File: config.mk
export PLATFORM = sky130hd
export DESIGN_NAME = escape_sequence_decoder
export DESIGN_NICKNAME = d
export VERILOG_FILES = /design/src/esd_pkg.sv /design/src/esd_decode.sv /design/src/esd_res_queue.sv /design/src/escape_sequence_decoder.sv
export SDC_FILE = /design/constraint.sdc
export NUM_CORES = 1
export LEC_CHECK = 0
export ABC_AREA = 1
export BUFFER_PORTS_ARGS = -buffer_cell sky130_fd_sc_hd__buf_2
export CAP_MARGIN = 0
export CORE_MARGIN = 5
export CORE_UTILIZATION = 62
export DETAILED_ROUTE_END_ITERATION = 16
export PLACE_DENSITY = 0.91
export RECOVER_POWER = 100
export SYNTH_ARGS = -nofsm -noshare
export SYNTH_HDL_FRONTEND = slang
export SYNTH_HIERARCHICAL = 1
export SYNTH_SLANG_ARGS = --single-unit
File: constraint.sdc
create_clock -name aclk -period 5 [get_ports aclk]
set_clock_uncertainty 0.1 [all_clocks]
set_input_delay 0.75 -clock aclk [delete_from_list [all_inputs] [get_ports aclk]]
set_output_delay 0.75 -clock aclk [all_outputs]
set_load 0.01 [all_outputs]
File: src/esd_pkg.sv
package esd_pkg;

    typedef struct packed {
        logic [7:0] in_byte;
        logic       is_final;
    } in_word_t;

    typedef struct packed {
        logic [7:0] out_byte;
        logic [2:0] kind;
        logic       run_last;
    } out_word_t;

    // Result kinds
    localparam logic [2:0] KIND_DATA    = 3'd0;
    localparam logic [2:0] KIND_OK      = 3'd1;
    localparam logic [2:0] KIND_UNTERM  = 3'd2;
    localparam logic [2:0] KIND_BADHEX  = 3'd3;
    localparam logic [2:0] KIND_UNKNOWN = 3'd4;

    // Decoder modes
    localparam logic [2:0] MODE_NORMAL = 3'd0;
    localparam logic [2:0] MODE_ESC    = 3'd1;
    localparam logic [2:0] MODE_HEX1   = 3'd2;
    localparam logic [2:0] MODE_HEX2   = 3'd3;
    localparam logic [2:0] MODE_DROP   = 3'd4;

    // Result queue geometry
    localparam int QDEPTH = 4;
    localparam int QPTR_W = $clog2(QDEPTH);
    localparam int QCNT_W = $clog2(QDEPTH + 1);

    // Results handed from the decoder to the result queue
    typedef struct packed {
        logic [1:0] count;
        out_word_t  res0;
        out_word_t  res1;
    } push_t;

    // {valid, value}
    function automatic logic [4:0] hex_value(input logic [7:0] b);
        logic [4:0] r;
        r = 5'd0;
        if (b >= 8'h30 && b <= 8'h39) begin
            r = {1'b1, b[3:0]};
        end else if ((b >= 8'h61 && b <= 8'h66) || (b >= 8'h41 && b <= 8'h46)) begin
            r = {1'b1, b[3:0] + 4'd9};
        end
        return r;
    endfunction

endpackage

File: src/esd_decode.sv
module esd_decode
    import esd_pkg::*;
(
    input  logic [2:0] mode,
    input  logic [3:0] nibble,
    input  in_word_t   word,
    output logic [2:0] mode_next,
    output logic [3:0] nibble_next,
    output push_t      push
);

    logic       fin;
    logic [7:0] b;
    logic [4:0] hex;
    logic       do_data;
    logic [7:0] data_byte;
    logic       do_fail;
    logic [7:0] fail_byte;
    logic [2:0] fail_kind;
    logic       to_esc;
    logic       to_hex1;
    logic       to_hex2;
    logic       to_normal;

    assign fin = word.is_final;
    assign b   = word.in_byte;
    assign hex = hex_value(b);

    always_comb begin
        do_data   = 1'b0;
        data_byte = b;
        do_fail   = 1'b0;
        fail_byte = 8'd0;
        fail_kind = KIND_BADHEX;
        to_esc    = 1'b0;
        to_hex1   = 1'b0;
        to_hex2   = 1'b0;
        to_normal = 1'b0;
        unique case (mode)
            MODE_ESC: begin
                unique case (b)
                    8'h5C: begin do_data = 1'b1; data_byte = 8'h5C; end
                    8'h22: begin do_data = 1'b1; data_byte = 8'h22; end
                    8'h6E: begin do_data = 1'b1; data_byte = 8'h0A; end
                    8'h72: begin do_data = 1'b1; data_byte = 8'h0D; end
                    8'h74: begin do_data = 1'b1; data_byte = 8'h09; end
                    8'h30: begin do_data = 1'b1; data_byte = 8'h00; end
                    8'h78: begin
                        if (fin) do_fail = 1'b1;
                        else     to_hex1 = 1'b1;
                    end
                    default: begin
                        do_fail   = 1'b1;
                        fail_byte = b;
                        fail_kind = KIND_UNKNOWN;
                    end
                endcase
            end
            MODE_HEX1: begin
                if (!hex[4] || fin) do_fail = 1'b1;
                else                to_hex2 = 1'b1;
            end
            MODE_HEX2: begin
                if (!hex[4]) begin
                    do_fail = 1'b1;
                end else begin
                    do_data   = 1'b1;
                    data_byte = {nibble, hex[3:0]};
                end
            end
            MODE_DROP: begin
                to_normal = fin;
            end
            default: begin
                if (b == 8'h5C) begin
                    if (fin) begin
                        do_fail   = 1'b1;
                        fail_kind = KIND_UNTERM;
                    end else begin
                        to_esc = 1'b1;
                    end
                end else begin
                    do_data = 1'b1;
                end
            end
        endcase
    end

    always_comb begin
        mode_next   = mode;
        nibble_next = nibble;
        push.count  = 2'd0;
        push.res0   = '{out_byte: data_byte, kind: KIND_DATA, run_last: fin};
        push.res1   = '{out_byte: 8'd0, kind: KIND_OK, run_last: 1'b1};
        if (do_data) begin
            mode_next  = MODE_NORMAL;
            push.count = fin ? 2'd2 : 2'd1;
            push.res0.run_last = !fin;
        end else if (do_fail) begin
            mode_next  = fin ? MODE_NORMAL : MODE_DROP;
            push.count = 2'd1;
            push.res0  = '{out_byte: fail_byte, kind: fail_kind, run_last: 1'b1};
        end else if (to_esc) begin
            mode_next = MODE_ESC;
        end else if (to_hex1) begin
            mode_next = MODE_HEX1;
        end else if (to_hex2) begin
            mode_next   = MODE_HEX2;
            nibble_next = hex[3:0];
        end else if (to_normal) begin
            mode_next = MODE_NORMAL;
        end
    end

endmodule

File: src/esd_res_queue.sv
module esd_res_queue
    import esd_pkg::*;
(
    input  logic      aclk,
    input  logic      aresetn,
    input  push_t     push,
    output logic      room2,
    output logic      m_valid,
    input  logic      m_ready,
    output out_word_t m_word
);

    out_word_t          slot_reg [QDEPTH];
    logic [QPTR_W-1:0]  wr_ptr_reg;
    logic [QPTR_W-1:0]  wr_ptr_next;
    logic [QPTR_W-1:0]  rd_ptr_reg;
    logic [QPTR_W-1:0]  rd_ptr_next;
    logic [QCNT_W-1:0]  count_reg;
    logic [QCNT_W-1:0]  count_next;
    logic               pop;

    assign m_valid = (count_reg != '0);
    assign m_word  = slot_reg[rd_ptr_reg];
    assign pop     = m_valid && m_ready;
    assign room2   = (count_reg <= QCNT_W'(QDEPTH - 2));

    assign wr_ptr_next = wr_ptr_reg + QPTR_W'(push.count);
    assign rd_ptr_next = rd_ptr_reg + QPTR_W'(pop);
    assign count_next  = count_reg + QCNT_W'(push.count) - QCNT_W'(pop);

    always_ff @(posedge aclk) begin
        if (!aresetn) begin
            wr_ptr_reg <= '0;
            rd_ptr_reg <= '0;
            count_reg  <= '0;
        end else begin
            wr_ptr_reg <= wr_ptr_next;
            rd_ptr_reg <= rd_ptr_next;
            count_reg  <= count_next;
        end
    end

    always_ff @(posedge aclk) begin
        if (push.count != 2'd0) begin
            slot_reg[wr_ptr_reg] <= push.res0;
        end
        if (push.count == 2'd2) begin
            slot_reg[wr_ptr_reg + QPTR_W'(1)] <= push.res1;
        end
    end

endmodule

File: src/escape_sequence_decoder.sv
// Escaped string literal decoder.
// Input channel (s_valid/s_ready/s_word): one raw byte per word, with
// is_final set on the last byte of each literal.
// Result channel (m_valid/m_ready/m_word): decoded data bytes (kind data)
// and exactly one end word per literal (success, unterminated escape, bad
// hex escape, or unknown escape carrying the offending character).
// run_last marks the last result caused by one input byte.
// Throughput: one input byte per cycle while s_ready is high. A final
// byte that completes data makes two results; the four-entry result queue
// absorbs an isolated one, while back-to-back ones stall the input.
// With the queue empty, a result is on m_word in the cycle after its
// byte is accepted. s_ready is high while the queue has room for two
// results; it does not depend on s_valid.
// Receiver stall: results wait in the queue; input stops once fewer than
// two slots are free, and resumes as soon as the queue is back down to
// two words.
// Reset (aresetn low, synchronous): the queue empties, decoding returns to
// normal copying and any pending escape is forgotten.
module escape_sequence_decoder
    import esd_pkg::*;
(
    input  logic      aclk,
    input  logic      aresetn,
    input  logic      s_valid,
    output logic      s_ready,
    input  in_word_t  s_word,
    output logic      m_valid,
    input  logic      m_ready,
    output out_word_t m_word
);

    // Escape state: mode and the first hex digit of a pending \x escape.
    logic [2:0] mode_reg;
    logic [2:0] mode_next;
    logic [3:0] nibble_reg;
    logic [3:0] nibble_next;
    logic       accept;
    push_t      dec_push;
    push_t      q_push;

    assign accept = s_valid && s_ready;

    // Single-pass decode of the incoming word against the current state.
    esd_decode u_decode (
        .mode        (mode_reg),
        .nibble      (nibble_reg),
        .word        (s_word),
        .mode_next   (mode_next),
        .nibble_next (nibble_next),
        .push        (dec_push)
    );

    // Only an accepted word writes results into the queue.
    always_comb begin
        q_push = dec_push;
        if (!accept) begin
            q_push.count = 2'd0;
        end
    end

    always_ff @(posedge aclk) begin
        if (!aresetn) begin
            mode_reg   <= MODE_NORMAL;
            nibble_reg <= 4'd0;
        end else if (accept) begin
            mode_reg   <= mode_next;
            nibble_reg <= nibble_next;
        end
    end

    // Result register stage: small queue that decouples the two channels.
    esd_res_queue u_queue (
        .aclk    (aclk),
        .aresetn (aresetn),
        .push    (q_push),
        .room2   (s_ready),
        .m_valid (m_valid),
        .m_ready (m_ready),
        .m_word  (m_word)
    );

endmodule

======== Yosys cells after proc, flatten, opt, wreduce, memory -nomap -nowiden ========
Memories as Yosys holds them, arrays and structs flattened. A register that Yosys moved wholly into a read port is not among the register bits.
Cells that the tools add are included.
cells by class
  add/subtract/negate cells ............... 6
  magnitude comparators ................... 7
  equal/unequal tests ..................... 12
  mux-type cells .......................... 47
  bitwise gates (word level) .............. 4
  reductions and logical operators ........ 19
operators with widths
  operator                                                                           number
  8-bit case mux with 6 select lines                                                 1
  8-bit by 7-bit equality test with 1-bit output (second input constant)             5
  3-bit two-way mux                                                                  9
  8-bit two-way mux                                                                  3
  1-bit two-way mux                                                                  21
  8-bit by 6-bit equality test with 1-bit output (second input constant)             2
  8-bit by 7-bit >= comparator with 1-bit output (second input constant)             2
  8-bit by 7-bit less-or-equal comparator with 1-bit output (second input constant)  2
  8-bit case mux with 2 select lines                                                 1
  13-bit two-way mux                                                                 1
  11-bit two-way mux                                                                 1
  5-bit two-way mux                                                                  2
  8-bit by 6-bit >= comparator with 1-bit output (second input constant)             1
  8-bit by 6-bit less-or-equal comparator with 1-bit output (second input constant)  1
  2-bit two-way mux                                                                  4
  7-bit OR reduction                                                                 1
  3-bit by 2-bit equality test with 1-bit output (second input constant)             2
  3-bit case mux with 2 select lines                                                 1
  6-bit AND reduction                                                                1
  6-bit nonzero test                                                                 1
  6-bit OR reduction                                                                 1
  1-bit logical AND                                                                  5
  4-bit adder (second input constant)                                                1
  1-bit NOT                                                                          4
  20 further kinds                                                                   22
word-level totals
  flip-flop bits (word level) ............. 14
  memory bits (writable) .................. 48
  output and inout bits ................... 14
  word-level logic and storage cells ...... 101
  memories ................................ 1
memory list
  memory            words  bits a word  read ports  clocked after Yosys merged registers in  write ports  RTL line             text
  u_queue.slot_reg  4      12           1           1                                        2            esd_res_queue.sv:13  out_word_t slot_reg [QDEPTH];

======== Longest topological paths before layout ========
Gate-level depths: netlist of the first run.
  word-level depth ........................ 15
  mapped depth ............................ 21
  depth with buffers taken out ............ 20

======== Modules after synthesis ========
The synthesis of the first run kept the hierarchy.
modules (own cells, without submodules)
  module                   instances  cells each  area each (um2)  sequential area each (um2)
  esd_res_queue            1          290         3,001.6          1,581.5
  esd_decode               1          228         1,262.5          0.0
  escape_sequence_decoder  1          48          306.5            140.1

======== Least setup slack after synthesis of the first run ========
OpenSTA, ideal clock, no wires.
  kind .................................... input-to-reg
  start point ............................. input s_word[1] (netlist name)
  end point ............................... memory u_queue/slot_reg[0][0] (netlist name), enable pin
  library setup time ...................... 400 ps
  arrival time ............................ 3,384 ps
  setup slack ............................. 1,116 ps
  stages on the path ...................... 15
  path through ............................ inv_1 ha_1 nand2_2 inv_1 nand2_1 nand2_1 nor2_4 nand3_4 nand2_4 nor2_8 nand2_1 inv_1 nor2_1 nor2_1 o31ai_1
RTL lines
  what         RTL line                       text
  from (decl)  escape_sequence_decoder.sv:26  input in_word_t s_word,
  to (decl)    esd_res_queue.sv:13

==> results of run 1 <==
[routing by layer]
layer	global-route usage, %	part of all wire, %	up-vias
li1	-	-	1885
met1	28.1	40	1754
met2	42.1	52	133
met3	4.93	5.8	13
met4	10.3	1.5	0
met5	0	0	-
[cell type report]
class | count | area (µm²)
timing repair buffer | 30 | 143
multi-input combinational | 420 | 2190
fill | 699 | 2630
clock inverter | 3 | 13.8
clock buffer | 13 | 149
tap | 99 | 124
sequential | 62 | 1720
inverter | 65 | 248
[worst reg2reg max path: stages (launching register included)]
cell and delay (ps):
dfxtp_1 380, inv_2 80, nor2_4 130, nand2_2 120
nand3_1 180, nor2_4 70, nand2_2 110, clkinv_2 60
nor2_1 520, nand2_1 110, inv_1 70, nor2_1 110
nor2_8 220, nand3_4 270, o31ai_1 160, buf_4 280
[path summary, 6_finish.rpt]
check | cells after the start | end | slack (ps)
setup / recovery | 17 | u_queue/slot_reg[0][11]$_DFFE_PP_ | 1080
hold / removal | 4 | nibble_reg[0]$_SDFFE_PN0P_ | 420
setup reg to reg | 15 | u_queue/slot_reg[0][11]$_DFFE_PP_ | 1730
hold reg to reg | 4 | nibble_reg[0]$_SDFFE_PN0P_ | 420
[cells by family (layout without fill, tap and decap cells)]
logic type,count (synthesis),count (layout),synth area share [%]
DFF,62,62,37.7
muxes,3,3,0.712
and+or+nand+nor,283,283,30.9
adders and majority gates,9,9,2.63
other,2,12,0.164
buffers and inverters,94,111,10.6
AOI/OAI and AO/OA,111,111,16.9
xor gates and xnor gates,2,2,0.383
[cells in the mapped netlist, types with 7 or more instances]
| library cell | instances |
|---|---|
| o22ai_1 | 13 |
| nor2_1 | 72 |
| nand3_4 | 7 |
| a21oi_1 | 8 |
| edfxtp_1 | 48 |
| o21ai_0 | 31 |
| o21ai_2 | 48 |
| inv_2 | 12 |
| buf_6 | 9 |
| buf_4 | 12 |
| ha_1 | 8 |
| nand2_1 | 132 |
| dfxtp_1 | 14 |
| inv_1 | 51 |
| nor2_4 | 7 |
| nand2_2 | 18 |
| nand3_1 | 26 |
[power by group]
group	switching [W]	total, W	internal (W)
logic	0.000581	0.000856	0.000275
registers	0.0000725	0.000798	0.000726
clock network	0.000183	0.000373	0.000191
[stage by stage]
step / hold WS (ps) / power, W / utilization [%] / instance area, µm² / setup WS [ps]
3_5_place_dp: 412 / 0.00176 / 64.7 / 4670 / 1200
5_1_grt: 453 / 0.00218 / 63.6 / 4590 / 739
4_1_cts: 423 / 0.00214 / 67.0 / 4830 / 1580
2_1_floorplan: 389 / 0.00153 / - / 4610 / 1120
3_3_place_gp: 400 / 0.00171 / 64.7 / 4670 / 1280
6_report: 419 / 0.00203 / 63.6 / 4590 / 1080
==> run_results.csv, run 1 <==
group,metric,value,unit
cells_and_area,drive_gt1_share,14.8,%
cells_and_area,final_cell_mix,"nand2_1, nor2_1, o21ai_0",
synthesis,avgSynthCellArea,8.08,µm²
global_route,grt_antenna_before_repair,0,
drt,drtAntennaViolNets,0,
clock_network,path_clk_slew,60,ps
synthesis,ys_ff_latch,62,
critical_path,crit_top_cell,"nand2_1",
timing,final-setup-viol-count,0,
floorplan,io_pins,27,
clock_network,cts_resized,0,
min_path,holdCritPathClass,"flop to flop",
clock_network,cts_buffers,9,
critical_path,start_kind,"input port",
power_and_ir_drop,ir_drop,0.000193,V
drt,drc,0,
placement,hpwlAfterDp,7420,µm
synthesis,yosysWarningCount,6,
critical_path,critPathBufInv,4,
drt,drt-total-wl,10200,µm
timing,setup_tns,0,ps
cells_and_area,final_cells,692,
cells_and_area,largest_reg_flops,48,
synthesis,syn_area,0.00457,mm²
critical_path,cp_top_family,"simple AND/OR/NAND/NOR gates",
global_route,grtUsageTotal,23.9,%
min_path,hp-start,"nibble_reg[0]$_SDFFE_PN0P_",
drt,vias,3785,
cells_and_area,final_common_cell,"nand2_1",
synthesis,yosys.area.top_type_share,31.5,%
clock_network,clk-insertion-delay-late,330,ps
floorplan,initial_utilization,63.4,%
power_and_ir_drop,power_density,442,mW/mm²
drt,first_pass_iters,6,
clock_network,h-tree-depth,3,
outcome,run_status,"complete, no violations",
timing,worst_pin_slew,836,ps
critical_path,cp-startpoint,"s_word[1]",
clock_network,clockBufferDepth,2,
floorplan,row_count,31,
cells_and_area,fin_nets,610,
timing,fin_crit_sh,78.3,%
placement,io_buffers,26,
synthesis,synth_cells,566,
critical_path,worstPathArrival,3840,ps
drt,post_drt_wl_per_cell,14.7,µm
timing,fmax,255,MHz
synthesis,synthArstFlopShare,0,%
power_and_ir_drop,leakagePower,1.97,nW
synthesis,synthFlopType,"edfxtp_1",
synthesis,seq_area_frac_synth,37.7,%
critical_path,max_stage_delay,510,ps
placement,gp_congestion,1.02,
floorplan,dieArea,0.00919,mm²
cells_and_area,syn_to_final_growth,0.329,%
critical_path,r2r_start,"mode_reg[0]$_SDFFE_PN0P_",
clock_network,cts-root-buf,"clkbuf_8",
drt,vias_per_cell,5.47,
timing,drv_slew,0,
run,cap_violations,0,
critical_path,cp-end-kind,"flop",
synthesis,synth_area_leaders,"edfxtp_1, nand2_1, o21ai_2",
floorplan,core-area,0.00721,mm²
clock_network,cts_sinks,62,
timing,rsz0062_at_grt,"no",
timing,max_slew_margin,44.2,%
synthesis,synth_edf_count,48,
timing,hold_viol,0,
clock_network,cts_tree,"yes",
synthesis,synth_cell_types,40,
global_route,grt_max_degree,29,
critical_path,worstPathRequired,4930,ps
critical_path,path_class,"input port to flop",
clock_network,cts_setup_buffers,0,
synthesis,yosys.area.top_type,"edfxtp_1",
drt,drt_iter0_drc,216,
placement,place_inst,676,
floorplan,fp.dieW,95.9,µm
floorplan,die_height,95.9,µm
global_route,grt_first_pass_wirelength,16800,µm
cells_and_area,antenna_cells,0,
critical_path,cp_slowest_cell,"nor2_1",
critical_path,cp_max_fo,25,
global_route,grt-ovfl-total,0,
critical_path,worstPathCellList,"clkbuf_1, inv_1, ha_1, nand2_1, nand3_2, nand2_1, nand2_1, nand2_4, nand2_1, nor2_1, nand2_1, inv_1, nor2_1, nor2_8, nand3_4, o31ai_1, buf_4",
clock_network,hold_buffers,0,
timing,period_minus_slack,3920,ps
global_route,grt_pass1_vias,3648,
No activity file was read; power rests on OpenSTA's default activity.
==> run 2: changes to the inputs <==
--- a/config.mk
+++ b/config.mk
@@ -5,13 +5,13 @@
 export SDC_FILE = /design/constraint.sdc
 export NUM_CORES = 1
 export LEC_CHECK = 0
-export ABC_AREA = 1
+export ABC_AREA = 0
 export BUFFER_PORTS_ARGS = -buffer_cell sky130_fd_sc_hd__buf_2
 export CAP_MARGIN = 0
 export CORE_MARGIN = 5
-export CORE_UTILIZATION = 62
+export CORE_UTILIZATION = 61
 export DETAILED_ROUTE_END_ITERATION = 16
-export PLACE_DENSITY = 0.91
+export PLACE_DENSITY = 0.9
 export RECOVER_POWER = 100
 export SYNTH_ARGS = -nofsm -noshare
 export SYNTH_HDL_FRONTEND = slang
==> constraint.sdc (replaced) <==
create_clock -name aclk -period 3.9 [get_ports aclk]
set_clock_uncertainty 0.1 [all_clocks]
set_input_delay 0.585 -clock aclk [delete_from_list [all_inputs] [get_ports aclk]]
set_output_delay 0.585 -clock aclk [all_outputs]
set_load 0.01 [all_outputs]
==> run 2 against run 1 <==
  * Combinational power fell by 35%
  * Clock power rose by 65%
  * Area after synthesis fell by 8.4%
  * Sequential cell count did not move
  * Critical path depth fell by 4
  * Routed wire length fell by 12%
  * Power rose by 1.8%
  * Final area fell by 0.22%
  * Global-route usage fell by 1.7 points
  * Via count fell by 24%
  * Die area fell by 6.2%
  * First-iteration DRC count fell by 18%
  * Critical endpoint is now u_queue/slot_reg[2][9]$_DFFE_PP_
  * Highest routed layer unchanged
==> run_results.csv, run 2 <==
group,metric,value,unit
outcome,run_status,"complete, no violations",
placement,io_buffers,26,
placement,hpwlAfterDp,6540,µm
power_and_ir_drop,leakagePower,1.71,nW
synthesis,avgSynthCellArea,12.5,µm²
floorplan,initial_utilization,62.3,%
drt,drt_iter0_drc,178,
clock_network,cts_sinks,62,
placement,gp_congestion,0.919,
critical_path,cp-startpoint,"s_word[1]",
global_route,grt_antenna_before_repair,0,
drt,drt-total-wl,8990,µm
critical_path,r2r_start,"mode_reg[2]$_SDFFE_PN0P_",
floorplan,row_count,30,
clock_network,path_clk_slew,70,ps
clock_network,cts_buffers,9,
drt,drtAntennaViolNets,0,
global_route,grt-ovfl-total,0,
cells_and_area,final_cells,458,
power_and_ir_drop,power_switching,0.000611,W
timing,period_minus_slack,3650,ps
power_and_ir_drop,power.internal,0.00145,W
synthesis,yosys.area.top_type_share,34.4,%
clock_network,hold_buffers,0,
floorplan,die_height,92.8,µm
critical_path,worstPathArrival,3640,ps
drt,post_drt_wl_per_cell,19.6,µm
synthesis,yosysWarningCount,6,
critical_path,start_kind,"input port",
critical_path,worstPathRequired,3890,ps
clock_network,cts_tree,"yes",
cells_and_area,syn_to_final_growth,9.29,%
synthesis,synth_area_leaders,"edfxtp_1, mux2_2, mux2_4",
timing,hold_viol,0,
power_and_ir_drop,sequentialPowerShare,43.4,%
timing,worst_pin_slew,926,ps
floorplan,fp.dieW,92.8,µm
timing,max_slew_margin,38.2,%
placement,place_inst,442,
cells_and_area,drive_gt1_share,33.3,%
clock_network,clockBufferDepth,2,
cells_and_area,largest_reg_flops,48,
synthesis,ys_ff_latch,62,
floorplan,io_pins,27,
clock_network,cts_setup_buffers,0,
drt,first_pass_iters,5,
synthesis,synthArstFlopShare,0,%
run,cap_violations,0,
min_path,holdCritPathClass,"flop to flop",
critical_path,path_class,"input port to flop",
global_route,grt_pass1_vias,2949,
clock_network,clk-insertion-delay-late,340,ps
critical_path,cp-end-kind,"flop",
power_and_ir_drop,ir_drop,0.000279,V
cells_and_area,fin_nets,395,
power_and_ir_drop,switching_share,29.6,%
cells_and_area,final_common_cell,"edfxtp_1",
drt,drc,0,
placement,place_area,0.00445,mm²
synthesis,yosys.area.top_type,"edfxtp_1",
cells_and_area,antenna_cells,0,
floorplan,core-area,0.00672,mm²
cells_and_area,design_area,0.00458,mm²
timing,rsz0062_at_grt,"no",
synthesis,synth_cell_types,68,
timing,setup_tns,0,ps
min_path,hp-start,"nibble_reg[2]$_SDFFE_PN0P_",
timing,final-setup-viol-count,0,
power_and_ir_drop,p_comb_share,26.8,%
floorplan,dieArea,0.00862,mm²
critical_path,cp_max_fo,8,
power_and_ir_drop,clkPwrFrac,29.8,%
global_route,grt_first_pass_wirelength,14900,µm
global_route,grtUsageTotal,22.2,%
synthesis,synth_edf_count,48,
synthesis,seq_area_frac_synth,41.1,%
synthesis,synth_cells,335,
power_and_ir_drop,power_density,451,mW/mm²
clock_network,cts_resized,0,
timing,fmax,274,MHz
timing,drv_slew,0,
synthesis,syn_area,0.00419,mm²
clock_network,h-tree-depth,3,
timing,fin_crit_sh,93.6,%
drt,vias,2890,
cells_and_area,final_cell_mix,"edfxtp_1, mux2_2, nor2_1",
global_route,grt_max_degree,24,
synthesis,synth_common_cells,"edfxtp_1, mux2_2, mux2_4",
synthesis,synthMostInstantiatedCell,"edfxtp_1",
clock_network,cts-root-buf,"clkbuf_8",
drt,vias_per_cell,6.31,
critical_path,r2r_slack,480,ps
synthesis,synthFlopType,"edfxtp_1",
## run 2: cell count changes in the layout (fill, tap and decap cells not counted), sizes merged, moves of 36 or more
| cell | previous run | this run |
|---|---|---|
| o21ai | 81 | 13 |
| nand2 | 154 | 17 |
| nor2 | 84 | 19 |
| inv | 64 | 8 |
| nand3 | 38 | 2 |
| mux2 | 2 | 51 |
## run 2: worst max-delay path: stages
cell and delay (ps):
buf_2 100, buf_4 150, ha_1 220, nor3b_1 440, a311oi_4 60, nor2_1 320
a221oi_4 140, nor4_4 350, nor2_1 90, and3_2 290, and4bb_4 400, buf_4 180
mux2_4 300
## run 2: cell families after synthesis
family	share of synthesized area, %
buf+inv	6.34
fa+ha+maj	2.87
compound gates	10.5
simple gates	14.1
mux	23.8
other cells	0.179
xor+xnor	1.08
flops	41.1
## run 2: layout make-up
class / count / area [µm²]
well taps: 80 / 100
inverters: 8 / 30.0
clock buffers: 10 / 128
repair buffers: 50 / 300
clock inverters: 6 / 86.3
fillers: 483 / 2140
flip-flops and latches: 62 / 1720
multi-input cells: 242 / 2210
## run 2: worst paths after layout
check                                          end  depth (start not counted)
setup / recovery  u_queue/slot_reg[2][9]$_DFFE_PP_                         13
hold / removal          nibble_reg[2]$_SDFFE_PN0P_                          2
setup reg to reg  u_queue/slot_reg[0][4]$_DFFE_PP_                         10
hold reg to reg         nibble_reg[2]$_SDFFE_PN0P_                          2
## run 2: power groups by stage
stage	logic (W)	clock network, W	registers, W
floorplan	0.000464	0	0.000854
global placement	0.000569	0	0.000902
detailed placement	0.000594	0	0.000913
CTS	0.000596	0.000620	0.000899
global route	0.000603	0.000651	0.000911
finish	0.000553	0.000614	0.000896
## run 2: stage by stage
| step | power, W | hold slack (ps) | setup slack [ps] | util (%) |
|---|---|---|---|---|
| global route | 0.00216 | 417 | 79.9 | 68.1 |
| detailed placement | 0.00151 | 373 | 55.5 | 66.2 |
| CTS | 0.00212 | 382 | 418 | 69.3 |
| finish | 0.00206 | 381 | 249 | 68.1 |
| floorplan | 0.00132 | 338 | 117 | - |
| global placement | 0.00147 | 365 | 147 | 66.2 |
## run 2: per-layer routing
metal | up-vias | global-route usage, % | part of all wire (%)
li1 | 1342 | - | -
met1 | 1395 | 27.0 | 41
met2 | 136 | 40.1 | 52
met3 | 17 | 3.82 | 5.6
met4 | 0 | 6.72 | 1.7
met5 | - | 0 | 0
